--- src/sv/drpp_pkg.sv ---
package drpp_pkg;

  localparam int TIME_BITS_DEF = 32;
  localparam int AGE_Q_BITS    = 16;
  localparam int PRIO_W        = 17;
  localparam int IDX_W         = 6;
  localparam int ARR_W         = 32;
  localparam int CFG_IDX_W     = 3;
  localparam int CFG_DATA_W    = 21;
  localparam int FIFO_DEPTH    = 2;

  localparam logic [2:0] PRIO_DEMAND_HI  = 3'd7;
  localparam logic [2:0] PRIO_DEMAND_MID = 3'd6;
  localparam logic [2:0] PRIO_DEMAND_LO  = 3'd5;
  localparam logic [2:0] PRIO_PF_ONE     = 3'd4;
  localparam logic [2:0] PRIO_PF_TWO     = 3'd3;
  localparam logic [2:0] PRIO_PF_THREE   = 3'd2;
  localparam logic [2:0] PRIO_PF_FOUR    = 3'd1;
  localparam logic [2:0] PRIO_PF_NONE    = 3'd0;
  localparam logic [PRIO_W-1:0] PRIO_DROP_CAP = PRIO_W'(4);
  localparam logic [AGE_Q_BITS-1:0] AGE_CAP   = '1;

  typedef enum logic [CFG_IDX_W-1:0] {
    CFG_DEM_ONE,
    CFG_DEM_TWO,
    CFG_PF_ONE,
    CFG_PF_TWO,
    CFG_PF_THREE,
    CFG_PF_FOUR,
    CFG_AGE_INTERVAL,
    CFG_DROP_ENABLE
  } cfg_idx_e;

  typedef enum logic {
    REQ_TICK,
    REQ_ENTRY
  } req_type_e;

  typedef enum logic [1:0] {
    BK_IDLE,
    BK_DIV,
    BK_PICK
  } back_state_e;

  typedef struct packed {
    logic                    req_type;
    logic                    entry_ready;
    logic                    prefetch_req;
    logic                    strict_priority;
    logic signed [15:0]      prefetch_distance;
    logic [ARR_W-1:0]        arrival_cycle;
    logic [14:0]             core_occupancy;
    logic [IDX_W-1:0]        entry_index;
    logic                    first_entry;
    logic                    last_entry;
  } in_word_t;

  typedef struct packed {
    logic             drop_mark;
    logic             scan_done;
    logic [IDX_W-1:0] winner_index;
  } out_word_t;

  typedef struct packed {
    logic signed [15:0] demand_level_one;
    logic signed [15:0] demand_level_two;
    logic signed [15:0] prefetch_level_one;
    logic signed [15:0] prefetch_level_two;
    logic signed [15:0] prefetch_level_three;
    logic signed [15:0] prefetch_level_four;
    logic [20:0]        age_interval;
    logic               drop_enable;
  } cfg_t;

  typedef struct packed {
    logic             entry_ready;
    logic             prefetch_req;
    logic             strict_priority;
    logic [2:0]       base_prio;
    logic [ARR_W-1:0] arrival_cycle;
    logic [IDX_W-1:0] entry_index;
    logic             first_entry;
    logic             last_entry;
  } item_t;

  typedef struct packed {
    logic full;
    logic empty;
  } q_status_t;

endpackage

--- src/sv/drpp_front.sv ---
module drpp_front #(
  parameter int TIME_BITS = drpp_pkg::TIME_BITS_DEF
) (
  input  logic                clk_i,
  input  logic                rst_ni,
  input  logic                in_valid_i,
  output logic                in_stall_o,
  input  drpp_pkg::in_word_t  in_word_i,
  input  drpp_pkg::cfg_t      cfg_i,
  input  drpp_pkg::q_status_t q_status_i,
  output logic                push_o,
  output drpp_pkg::item_t     item_o,
  output logic [TIME_BITS-1:0] age_o
);
  import drpp_pkg::*;

  localparam int EXT_W = (TIME_BITS > ARR_W) ? TIME_BITS : ARR_W;

  logic [TIME_BITS-1:0] cycle_q, cycle_d;
  logic                 accept;
  logic [EXT_W-1:0]     age_ext;
  logic signed [15:0]   occ_s;
  logic [2:0]           base;

  assign in_stall_o = q_status_i.full;
  assign accept     = in_valid_i && !q_status_i.full;
  assign push_o     = accept && (in_word_i.req_type == REQ_ENTRY);

  always_comb begin
    cycle_d = cycle_q;
    if (accept && (in_word_i.req_type == REQ_TICK)) begin
      cycle_d = cycle_q + TIME_BITS'(1);
    end
  end

  always_ff @(posedge clk_i or negedge rst_ni) begin
    if (!rst_ni) begin
      cycle_q <= '1;
    end else begin
      cycle_q <= cycle_d;
    end
  end

  // age wraps modulo the counter width
  assign age_ext = EXT_W'(cycle_q) - EXT_W'(in_word_i.arrival_cycle);
  assign age_o   = age_ext[TIME_BITS-1:0];

  assign occ_s = $signed({1'b0, in_word_i.core_occupancy});

  always_comb begin
    if (in_word_i.prefetch_req) begin
      if (cfg_i.prefetch_level_one > in_word_i.prefetch_distance) begin
        base = PRIO_PF_ONE;
      end else if (cfg_i.prefetch_level_two > in_word_i.prefetch_distance) begin
        base = PRIO_PF_TWO;
      end else if (cfg_i.prefetch_level_three > in_word_i.prefetch_distance) begin
        base = PRIO_PF_THREE;
      end else if (cfg_i.prefetch_level_four > in_word_i.prefetch_distance) begin
        base = PRIO_PF_FOUR;
      end else begin
        base = PRIO_PF_NONE;
      end
    end else begin
      if (cfg_i.demand_level_one > occ_s) begin
        base = PRIO_DEMAND_HI;
      end else if (cfg_i.demand_level_two > occ_s) begin
        base = PRIO_DEMAND_MID;
      end else begin
        base = PRIO_DEMAND_LO;
      end
    end
  end

  always_comb begin
    item_o.entry_ready     = in_word_i.entry_ready;
    item_o.prefetch_req    = in_word_i.prefetch_req;
    item_o.strict_priority = in_word_i.strict_priority;
    item_o.base_prio       = base;
    item_o.arrival_cycle   = in_word_i.arrival_cycle;
    item_o.entry_index     = in_word_i.entry_index;
    item_o.first_entry     = in_word_i.first_entry;
    item_o.last_entry      = in_word_i.last_entry;
  end

endmodule

--- src/sv/drpp_fifo.sv ---
module drpp_fifo #(
  parameter int WIDTH = 8,
  parameter int DEPTH = drpp_pkg::FIFO_DEPTH
) (
  input  logic                clk_i,
  input  logic                rst_ni,
  input  logic                push_i,
  input  logic [WIDTH-1:0]    wdata_i,
  input  logic                pop_i,
  output logic [WIDTH-1:0]    rdata_o,
  output drpp_pkg::q_status_t status_o
);
  import drpp_pkg::*;

  localparam int PTR_W = (DEPTH > 1) ? $clog2(DEPTH) : 1;
  localparam int CNT_W = $clog2(DEPTH + 1);
  localparam logic [PTR_W-1:0] PTR_LAST = PTR_W'(DEPTH - 1);
  localparam logic [CNT_W-1:0] CNT_FULL = CNT_W'(DEPTH);

  logic [WIDTH-1:0] mem_q [DEPTH];
  logic [PTR_W-1:0] wr_ptr_q, wr_ptr_d, rd_ptr_q, rd_ptr_d;
  logic [CNT_W-1:0] count_q, count_d;
  logic             do_push, do_pop;

  assign status_o.full  = (count_q == CNT_FULL);
  assign status_o.empty = (count_q == '0);
  assign do_push        = push_i && !status_o.full;
  assign do_pop         = pop_i && !status_o.empty;
  assign rdata_o        = mem_q[rd_ptr_q];

  always_comb begin
    wr_ptr_d = wr_ptr_q;
    rd_ptr_d = rd_ptr_q;
    count_d  = count_q;
    if (do_push) begin
      wr_ptr_d = (wr_ptr_q == PTR_LAST) ? '0 : wr_ptr_q + PTR_W'(1);
    end
    if (do_pop) begin
      rd_ptr_d = (rd_ptr_q == PTR_LAST) ? '0 : rd_ptr_q + PTR_W'(1);
    end
    if (do_push && !do_pop) begin
      count_d = count_q + CNT_W'(1);
    end else if (do_pop && !do_push) begin
      count_d = count_q - CNT_W'(1);
    end
  end

  always_ff @(posedge clk_i or negedge rst_ni) begin
    if (!rst_ni) begin
      wr_ptr_q <= '0;
      rd_ptr_q <= '0;
      count_q  <= '0;
    end else begin
      wr_ptr_q <= wr_ptr_d;
      rd_ptr_q <= rd_ptr_d;
      count_q  <= count_d;
    end
  end

  always_ff @(posedge clk_i) begin
    if (do_push) begin
      mem_q[wr_ptr_q] <= wdata_i;
    end
  end

endmodule

--- src/sv/drpp_back.sv ---
module drpp_back #(
  parameter int TIME_BITS = drpp_pkg::TIME_BITS_DEF
) (
  input  logic                 clk_i,
  input  logic                 rst_ni,
  input  drpp_pkg::cfg_t       cfg_i,
  input  drpp_pkg::q_status_t  q_status_i,
  input  drpp_pkg::item_t      item_i,
  input  logic [TIME_BITS-1:0] age_i,
  output logic                 pop_o,
  output logic                 out_valid_o,
  input  logic                 out_stall_i,
  output drpp_pkg::out_word_t  out_word_o
);
  import drpp_pkg::*;

  localparam int DIV_W = TIME_BITS + 22;
  localparam logic [4:0] CNT_TOP = 5'(AGE_Q_BITS);

  back_state_e           state_q, state_d;
  item_t                 item_q, item_d;
  logic [DIV_W-1:0]      rem_q, rem_d;
  logic [4:0]            cnt_q, cnt_d;
  logic [AGE_Q_BITS-1:0] quo_q, quo_d;
  logic                  sat_q, sat_d;

  logic [IDX_W-1:0]  best_index_q, best_index_d;
  logic              best_ready_q, best_ready_d;
  logic              best_marked_q, best_marked_d;
  logic              best_strict_q, best_strict_d;
  logic [PRIO_W-1:0] best_prio_q, best_prio_d;
  logic [ARR_W-1:0]  best_arrival_q, best_arrival_d;

  logic      out_valid_q, out_valid_d;
  out_word_t out_word_q, out_word_d;

  logic [DIV_W-1:0]      divisor, shifted;
  logic                  fits;
  logic [AGE_Q_BITS-1:0] steps;
  logic [PRIO_W-1:0]     prio_raw, prio;
  logic                  over, marked, take, slot_free;

  assign divisor = (cfg_i.age_interval == '0) ? DIV_W'(1) : DIV_W'(cfg_i.age_interval);
  assign shifted = divisor << cnt_q;
  assign fits    = (rem_q >= shifted);

  assign steps    = sat_q ? AGE_CAP : quo_q;
  assign prio_raw = item_q.prefetch_req ? PRIO_W'(item_q.base_prio) + PRIO_W'(steps)
                                        : PRIO_W'(item_q.base_prio);
  assign over     = item_q.prefetch_req && cfg_i.drop_enable && (prio_raw > PRIO_DROP_CAP);
  assign prio     = over ? PRIO_DROP_CAP : prio_raw;
  // a lone entry is never marked
  assign marked   = over && !(item_q.first_entry && item_q.last_entry);

  always_comb begin
    if (item_q.first_entry) begin
      take = 1'b1;
    end else if (marked != best_marked_q) begin
      take = !marked;
    end else if (item_q.entry_ready != best_ready_q) begin
      take = item_q.entry_ready;
    end else if (item_q.strict_priority != best_strict_q) begin
      take = item_q.strict_priority;
    end else if (prio != best_prio_q) begin
      take = (prio > best_prio_q);
    end else begin
      take = (item_q.arrival_cycle < best_arrival_q);
    end
  end

  assign slot_free = !out_valid_q || !out_stall_i;

  always_comb begin
    state_d        = state_q;
    item_d         = item_q;
    rem_d          = rem_q;
    cnt_d          = cnt_q;
    quo_d          = quo_q;
    sat_d          = sat_q;
    best_index_d   = best_index_q;
    best_ready_d   = best_ready_q;
    best_marked_d  = best_marked_q;
    best_strict_d  = best_strict_q;
    best_prio_d    = best_prio_q;
    best_arrival_d = best_arrival_q;
    out_valid_d    = out_valid_q && out_stall_i;
    out_word_d     = out_word_q;
    pop_o          = 1'b0;

    unique case (state_q)
      BK_IDLE: begin
        if (!q_status_i.empty) begin
          pop_o   = 1'b1;
          item_d  = item_i;
          rem_d   = DIV_W'(age_i);
          cnt_d   = CNT_TOP;
          quo_d   = '0;
          sat_d   = 1'b0;
          state_d = item_i.prefetch_req ? BK_DIV : BK_PICK;
        end
      end
      BK_DIV: begin
        // one quotient bit per cycle, top step only detects saturation
        if (fits) begin
          rem_d = rem_q - shifted;
          if (cnt_q == CNT_TOP) begin
            sat_d = 1'b1;
          end else begin
            quo_d[cnt_q[3:0]] = 1'b1;
          end
        end
        if ((fits && (cnt_q == CNT_TOP)) || (cnt_q == '0)) begin
          state_d = BK_PICK;
        end else begin
          cnt_d = cnt_q - 5'(1);
        end
      end
      BK_PICK: begin
        if (slot_free) begin
          if (take) begin
            best_index_d   = item_q.entry_index;
            best_ready_d   = item_q.entry_ready;
            best_marked_d  = marked;
            best_strict_d  = item_q.strict_priority;
            best_prio_d    = prio;
            best_arrival_d = item_q.arrival_cycle;
          end
          out_valid_d             = 1'b1;
          out_word_d.drop_mark    = marked;
          out_word_d.scan_done    = item_q.last_entry;
          out_word_d.winner_index = !item_q.last_entry ? '0 :
                                    take ? item_q.entry_index : best_index_q;
          state_d                 = BK_IDLE;
        end
      end
      default: begin
        state_d = BK_IDLE;
      end
    endcase
  end

  always_ff @(posedge clk_i or negedge rst_ni) begin
    if (!rst_ni) begin
      state_q        <= BK_IDLE;
      out_valid_q    <= 1'b0;
      best_index_q   <= '0;
      best_ready_q   <= 1'b0;
      best_marked_q  <= 1'b0;
      best_strict_q  <= 1'b0;
      best_prio_q    <= '0;
      best_arrival_q <= '0;
    end else begin
      state_q        <= state_d;
      out_valid_q    <= out_valid_d;
      best_index_q   <= best_index_d;
      best_ready_q   <= best_ready_d;
      best_marked_q  <= best_marked_d;
      best_strict_q  <= best_strict_d;
      best_prio_q    <= best_prio_d;
      best_arrival_q <= best_arrival_d;
    end
  end

  always_ff @(posedge clk_i) begin
    item_q     <= item_d;
    rem_q      <= rem_d;
    cnt_q      <= cnt_d;
    quo_q      <= quo_d;
    sat_q      <= sat_d;
    out_word_q <= out_word_d;
  end

  assign out_valid_o = out_valid_q;
  assign out_word_o  = out_word_q;

endmodule

--- src/sv/dram_request_priority_picker.sv ---
// the back takes entries from the two-word queue between front and back one at a time:
// it pops one in its idle state, runs a prefetch entry through the bit-serial age divider
// (one quotient bit per cycle) and judges it in its pick state, which registers the result
// word and waits while it is stalled; ticks are taken each cycle while the queue has room
// reset (async, active low): cycle counter all ones, running winner zero,
// thresholds -1, age interval 100, dropping enabled, queue and output empty
module dram_request_priority_picker #(
  parameter int TIME_BITS = drpp_pkg::TIME_BITS_DEF
) (
  input  logic                               clk_i,
  input  logic                               rst_ni,
  input  logic                               in_valid_i,
  output logic                               in_stall_o,
  input  drpp_pkg::in_word_t                 in_word_i,
  output logic                               out_valid_o,
  input  logic                               out_stall_i,
  output drpp_pkg::out_word_t                out_word_o,
  input  logic                               cfg_we_i,
  input  logic [drpp_pkg::CFG_IDX_W-1:0]     cfg_index_i,
  input  logic [drpp_pkg::CFG_DATA_W-1:0]    cfg_wdata_i
);
  import drpp_pkg::*;

  localparam int Q_W = $bits(item_t) + TIME_BITS;

  cfg_t                 cfg_q, cfg_d;
  q_status_t            q_status;
  logic                 push, pop;
  item_t                front_item, back_item;
  logic [TIME_BITS-1:0] front_age, back_age;
  logic [Q_W-1:0]       q_rdata;

  always_comb begin
    cfg_d = cfg_q;
    if (cfg_we_i) begin
      unique case (cfg_idx_e'(cfg_index_i))
        CFG_DEM_ONE:      cfg_d.demand_level_one     = $signed(cfg_wdata_i[15:0]);
        CFG_DEM_TWO:      cfg_d.demand_level_two     = $signed(cfg_wdata_i[15:0]);
        CFG_PF_ONE:       cfg_d.prefetch_level_one   = $signed(cfg_wdata_i[15:0]);
        CFG_PF_TWO:       cfg_d.prefetch_level_two   = $signed(cfg_wdata_i[15:0]);
        CFG_PF_THREE:     cfg_d.prefetch_level_three = $signed(cfg_wdata_i[15:0]);
        CFG_PF_FOUR:      cfg_d.prefetch_level_four  = $signed(cfg_wdata_i[15:0]);
        CFG_AGE_INTERVAL: cfg_d.age_interval         = cfg_wdata_i[20:0];
        CFG_DROP_ENABLE:  cfg_d.drop_enable          = cfg_wdata_i[0];
        default:          cfg_d = cfg_q;
      endcase
    end
  end

  always_ff @(posedge clk_i or negedge rst_ni) begin
    if (!rst_ni) begin
      cfg_q.demand_level_one     <= '1;
      cfg_q.demand_level_two     <= '1;
      cfg_q.prefetch_level_one   <= '1;
      cfg_q.prefetch_level_two   <= '1;
      cfg_q.prefetch_level_three <= '1;
      cfg_q.prefetch_level_four  <= '1;
      cfg_q.age_interval         <= 21'd100;
      cfg_q.drop_enable          <= 1'b1;
    end else begin
      cfg_q <= cfg_d;
    end
  end

  drpp_front #(
    .TIME_BITS (TIME_BITS)
  ) u_front (
    .clk_i      (clk_i),
    .rst_ni     (rst_ni),
    .in_valid_i (in_valid_i),
    .in_stall_o (in_stall_o),
    .in_word_i  (in_word_i),
    .cfg_i      (cfg_q),
    .q_status_i (q_status),
    .push_o     (push),
    .item_o     (front_item),
    .age_o      (front_age)
  );

  drpp_fifo #(
    .WIDTH (Q_W),
    .DEPTH (FIFO_DEPTH)
  ) u_queue (
    .clk_i    (clk_i),
    .rst_ni   (rst_ni),
    .push_i   (push),
    .wdata_i  ({front_age, front_item}),
    .pop_i    (pop),
    .rdata_o  (q_rdata),
    .status_o (q_status)
  );

  assign back_item = q_rdata[$bits(item_t)-1:0];
  assign back_age  = q_rdata[Q_W-1:$bits(item_t)];

  drpp_back #(
    .TIME_BITS (TIME_BITS)
  ) u_back (
    .clk_i       (clk_i),
    .rst_ni      (rst_ni),
    .cfg_i       (cfg_q),
    .q_status_i  (q_status),
    .item_i      (back_item),
    .age_i       (back_age),
    .pop_o       (pop),
    .out_valid_o (out_valid_o),
    .out_stall_i (out_stall_i),
    .out_word_o  (out_word_o)
  );

endmodule

--- config.mk ---
export PLATFORM = sky130hd
export DESIGN_NAME = dram_request_priority_picker
export DESIGN_NICKNAME = d
export VERILOG_FILES = /design/src/sv/drpp_pkg.sv /design/src/sv/drpp_front.sv /design/src/sv/drpp_fifo.sv /design/src/sv/drpp_back.sv /design/src/sv/dram_request_priority_picker.sv
export SDC_FILE = /design/constraint.sdc
export NUM_CORES = 1
export LEC_CHECK = 0
export BUFFER_PORTS_ARGS = -buffer_cell sky130_fd_sc_hd__buf_2
export CAP_MARGIN = 20
export CORE_MARGIN = 10
export CORE_UTILIZATION = 40
export CTS_BUF_LIST = sky130_fd_sc_hd__clkbuf_2 sky130_fd_sc_hd__clkbuf_4 sky130_fd_sc_hd__clkbuf_8
export CTS_CLUSTER_DIAMETER = 150
export DETAILED_ROUTE_END_ITERATION = 12
export PLACE_DENSITY = 0.69
export SYNTH_ARGS = -nofsm -noshare
export SYNTH_HDL_FRONTEND = slang
export SYNTH_SLANG_ARGS = --single-unit
--- constraint.sdc ---
create_clock -name clk_i -period 6.1 [get_ports clk_i]
set_input_delay 0 -clock clk_i [delete_from_list [all_inputs] [get_ports clk_i]]
set_output_delay 0 -clock clk_i [all_outputs]
set_load 0.05 [all_outputs]
==> flow_metrics.env <==
export IMPL_outcome="completed"
export IMPL_placementRows=98
export IMPL_cp_slowest_cell="sky130_fd_sc_hd__fa_1"
export IMPL_htree_levels=3
export IMPL_die_height_um=290
export IMPL_synth_seq_cells=501
export IMPL_postSynth_topFlopCell="sky130_fd_sc_hd__edfxtp_1"
export IMPL_final_cell_count_no_fill=3862
export IMPL_setup_violations=0
export IMPL_final_fill_count=6554
export IMPL_layout_cell_area_non_filler_sq_um=33900
export IMPL_share_of_final_layout_standard_cells_stronger_than_drive_strength_1_pct=24.4
export IMPL_worst_setup_path_end_kind="flip-flop"
export IMPL_yosys_warnings=0
export IMPL_ys_async_sr_fraction_pct=42.9
export IMPL_postRouteWirelength_um=67400
export IMPL_clock_sink_count=501
export IMPL_vias_per_cell=5.27
export IMPL_max_cap_viol_count=0
export IMPL_portBuffers=113
export IMPL_grt_pass1_vias=20500
export IMPL_post_synth_num_cell_types=79
export IMPL_synth_top_cell_by_area="sky130_fd_sc_hd__edfxtp_1"
export IMPL_finalWorstPathRequiredPeriod_ns=5.84
export IMPL_drtIter0Drc=1298
export IMPL_placedCellCount=3593
export IMPL_ys_seq_area_share_pct=48.5
export IMPL_synth_enable_flop_cells=286
export IMPL_post_route_drc_count=0
export IMPL_post_synth_top_area_fraction_pct=29.5
export IMPL_yosys_area_share_xor_xnor_pct=3.16
export IMPL_netlist_top_cells_area="sky130_fd_sc_hd__edfxtp_1 29%, sky130_fd_sc_hd__dfstp_2 12%, sky130_fd_sc_hd__ha_1 10%, sky130_fd_sc_hd__mux2_2 7.3%, sky130_fd_sc_hd__dfrtp_1 7.1%"
export IMPL_max_slew_margin_pct=33.1
export IMPL_cp_startpoint="u_back.sat_q"
export IMPL_worst_skew_pair_late_latency_ns=0.71
export IMPL_critical_path_required_ns=6.65
export IMPL_slew_viol_final=0
export IMPL_clock_skew_final_ns=0.0514
export IMPL_regToRegStartpoint="u_back.sat_q"
export IMPL_core_area_sq_um=71900
export IMPL_average_size_of_a_mapped_cell_sq_um=11.3
export IMPL_grt_antenna_before_repair=3
export IMPL_power_leakage_uw=0.0141
export IMPL_routedWlPerCell_um=17.4
export IMPL_synth_compound_area_share_pct=11.8
export IMPL_synthesis_to_layout_area_growth_pct=16.4
export IMPL_top_level_ports=114
export IMPL_placedInstanceArea_sq_um=30800
export IMPL_final_antenna_net_count=0
export IMPL_cp_max_fo=18
export IMPL_worst_path_most_repeated_cell="sky130_fd_sc_hd__and4_1"
export IMPL_final_nets=3180
export IMPL_detailed_place_hpwl_um=47100
export IMPL_synthCells=2585
export IMPL_muxShareOfSynthArea_pct=11.5
export IMPL_worst_hold_path_type="in -> reg"
export IMPL_globalRoute_totalOverflow=0
export IMPL_max_buffers_root_to_sink=3
export IMPL_place_gp_congestion=0.878
export IMPL_max_slew_worst_pin_slew_ns=0.998
export IMPL_floorplan_die_width_um=290
export IMPL_synth_common_cells="286 x sky130_fd_sc_hd__edfxtp_1, 234 x sky130_fd_sc_hd__ha_1, 189 x sky130_fd_sc_hd__mux2_2, 188 x sky130_fd_sc_hd__nand2_1, 165 x sky130_fd_sc_hd__inv_1"
export IMPL_grt_pass1_wl_um=108000
export IMPL_cp_start_kind="flip-flop"
export IMPL_fraction_of_the_mapped_netlist_area_in_adder_cells_pct=10.3
export IMPL_dieArea_sq_um=84000
export IMPL_global_route_usage_total_pct=15.5
export IMPL_cp_data_arrival_time_ns=6.40
export IMPL_setup_total_negative_slack_ns=0
export IMPL_criticalPathCategory="reg -> reg"
export IMPL_vias=20400
export IMPL_fmaxAchievable_ghz=0.171
export IMPL_cts_tree="built"
export IMPL_synth_cell_area_sq_um=29100
export IMPL_p_per_area_nw_per_um2=534
export IMPL_cts_buffers=88
export IMPL_final_critical_path_share_of_the_clock_period_pct=95.8
export IMPL_number_of_iterations_in_the_first_detailed_routing_pass=6
export IMPL_mappedNetlistNets=2926
export IMPL_synthSimpleGateAreaFrac_pct=11.2
export IMPL_path_buf_inv=3
export IMPL_ir_worst_vdd_uv=291
export IMPL_cp_slowest_stage_delay_ns=0.45
export IMPL_initial_cell_density_of_the_core_pct=40.5
export IMPL_dominant_combinational_cell_family_by_area_after_synthesis="compound AO/OA/AOI/OAI gates"
export IMPL_min_from="in_word_i[5]"
export IMPL_post_layout_total_power_uw=18100
export IMPL_synthMostInstantiatedCell="sky130_fd_sc_hd__edfxtp_1"
export IMPL_cts_root_buf="sky130_fd_sc_hd__clkbuf_8"
export IMPL_hold_viol_final=0
export IMPL_grt_start_max_net_pins=129
export IMPL_path_clk_slew_ns=0.06
export IMPL_path_delay_family="simple AND/OR/NAND/NOR gates"
where the power goes:
group	switching [uW]	total [uW]	leakage, uW	internal, uW
Clock	1440	3360	0.000999	1910
Combinational	5200	8960	0.00801	3760
Sequential	693	5780	0.00509	5080
Total	7340	18100	0.0141	10800
path summary, 6_finish.rpt:
check	endpoint	slack, ns	cells after the start
worst max register to register	u_back.best_prio_q[9]	0.26	26
max in group asynchronous	cfg_q[20]	4.83	4
worst max-delay path	u_back.best_prio_q[9]	0.26	26
worst min register to register	u_front.cycle_q[27]	0.49	1
min in group asynchronous	u_front.cycle_q[22]	0.51	3
worst min-delay path	u_queue.mem_q[1][5]	0.05	2
kinds of logic (layout without fill, tap and decap cells):
group	after synthesis	in the layout
AO/OA/AOI/OAI	541	541
AND/OR/NAND/NOR	663	663
buffers and inverters	252	577
flip-flops	501	501
other	0	2
adder cells (fa/ha/maj)	239	239
multiplexers	284	284
XOR/XNOR	105	105
state kept, by name (all words and copies together), names as in the netlist, 8 cells and up:
register and cells:
u_back.quo_q 16, u_back.item_q 46, u_front.cycle_q 32, u_back.out_word_o 8, u_back.best_arrival_q 32, cfg_q 118
u_back.best_prio_q 17, u_back.rem_q 54, u_queue.mem_q 156
per-stage QoR:
stage | setup WS (ns) | hold WS [ns] | util [%]
floorplan | 0.0279 | -0.296 | -
global route | -0.0170 | 0.0305 | 47.2
finish | 0.257 | 0.0527 | 47.2
CTS | 0.0532 | 0.00322 | 46.9
detailed placement | 0.0838 | 0.0664 | 42.9
global placement | 0.143 | 0.0629 | 42.9
what timing repair did:
action / 4_1_cts / 5_1_grt
hold buffers: 98 / 0
resized for setup: 0 / 14
setup buffers: 0 / 5
setup endpoints to repair: 0 / 137
endpoints found under the hold margin: 404 / 0
cells in the final DEF (no fill, tap or decap), types with 97 or more instances in the layout:
| cell type | count |
|---|---|
| sky130_fd_sc_hd__edfxtp_1 | 286 |
| sky130_fd_sc_hd__ha_1 | 233 |
| sky130_fd_sc_hd__mux2_2 | 189 |
| sky130_fd_sc_hd__nand2_1 | 187 |
| sky130_fd_sc_hd__inv_1 | 164 |
| sky130_fd_sc_hd__a21oi_1 | 154 |
| sky130_fd_sc_hd__nor2_1 | 153 |
| sky130_fd_sc_hd__dfstp_2 | 132 |
| sky130_fd_sc_hd__o21ai_0 | 123 |
| sky130_fd_sc_hd__buf_2 | 112 |
| sky130_fd_sc_hd__dlygate4sd3_1 | 97 |
layer usage:
| layer | global-route usage, % | up-vias | wire length [um] | part of all wire, % |
|---|---|---|---|---|
| met3 | 2.42 | 108 | 2630 | 3.9 |
| met4 | 5.02 | 2 | 1480 | 2.2 |
| met1 | 20.3 | 9830 | 31100 | 46 |
| met2 | 25.8 | 395 | 32100 | 48 |
| met5 | 0 | - | 13 | 0.019 |
| li1 | - | 10000 | - | - |
cell type report:
type	count	area [sq um]	area share, %
repair buffers	251	2010	5.93
inverters	165	619	1.83
clock inverters	36	390	1.15
clock buffers	125	1510	4.46
multi-input cells	1832	14000	41.4
flip-flops and latches	501	14100	41.7
well taps	950	1190	3.51
diodes	2	5.00	0.0148
worst reg2reg max path, delay by kind of cell (launching register included):
| family | cells | cell delay (ns) |
|---|---|---|
| buffers and inverters | 3 | 0.51 |
| muxes | 1 | 0.36 |
| DFF | 1 | 0.40 |
| adders and majority gates | 4 | 1.28 |
| and+or+nand+nor | 11 | 1.82 |
| AOI/OAI and AO/OA | 7 | 1.31 |
Power figures use the tool's default switching activity.
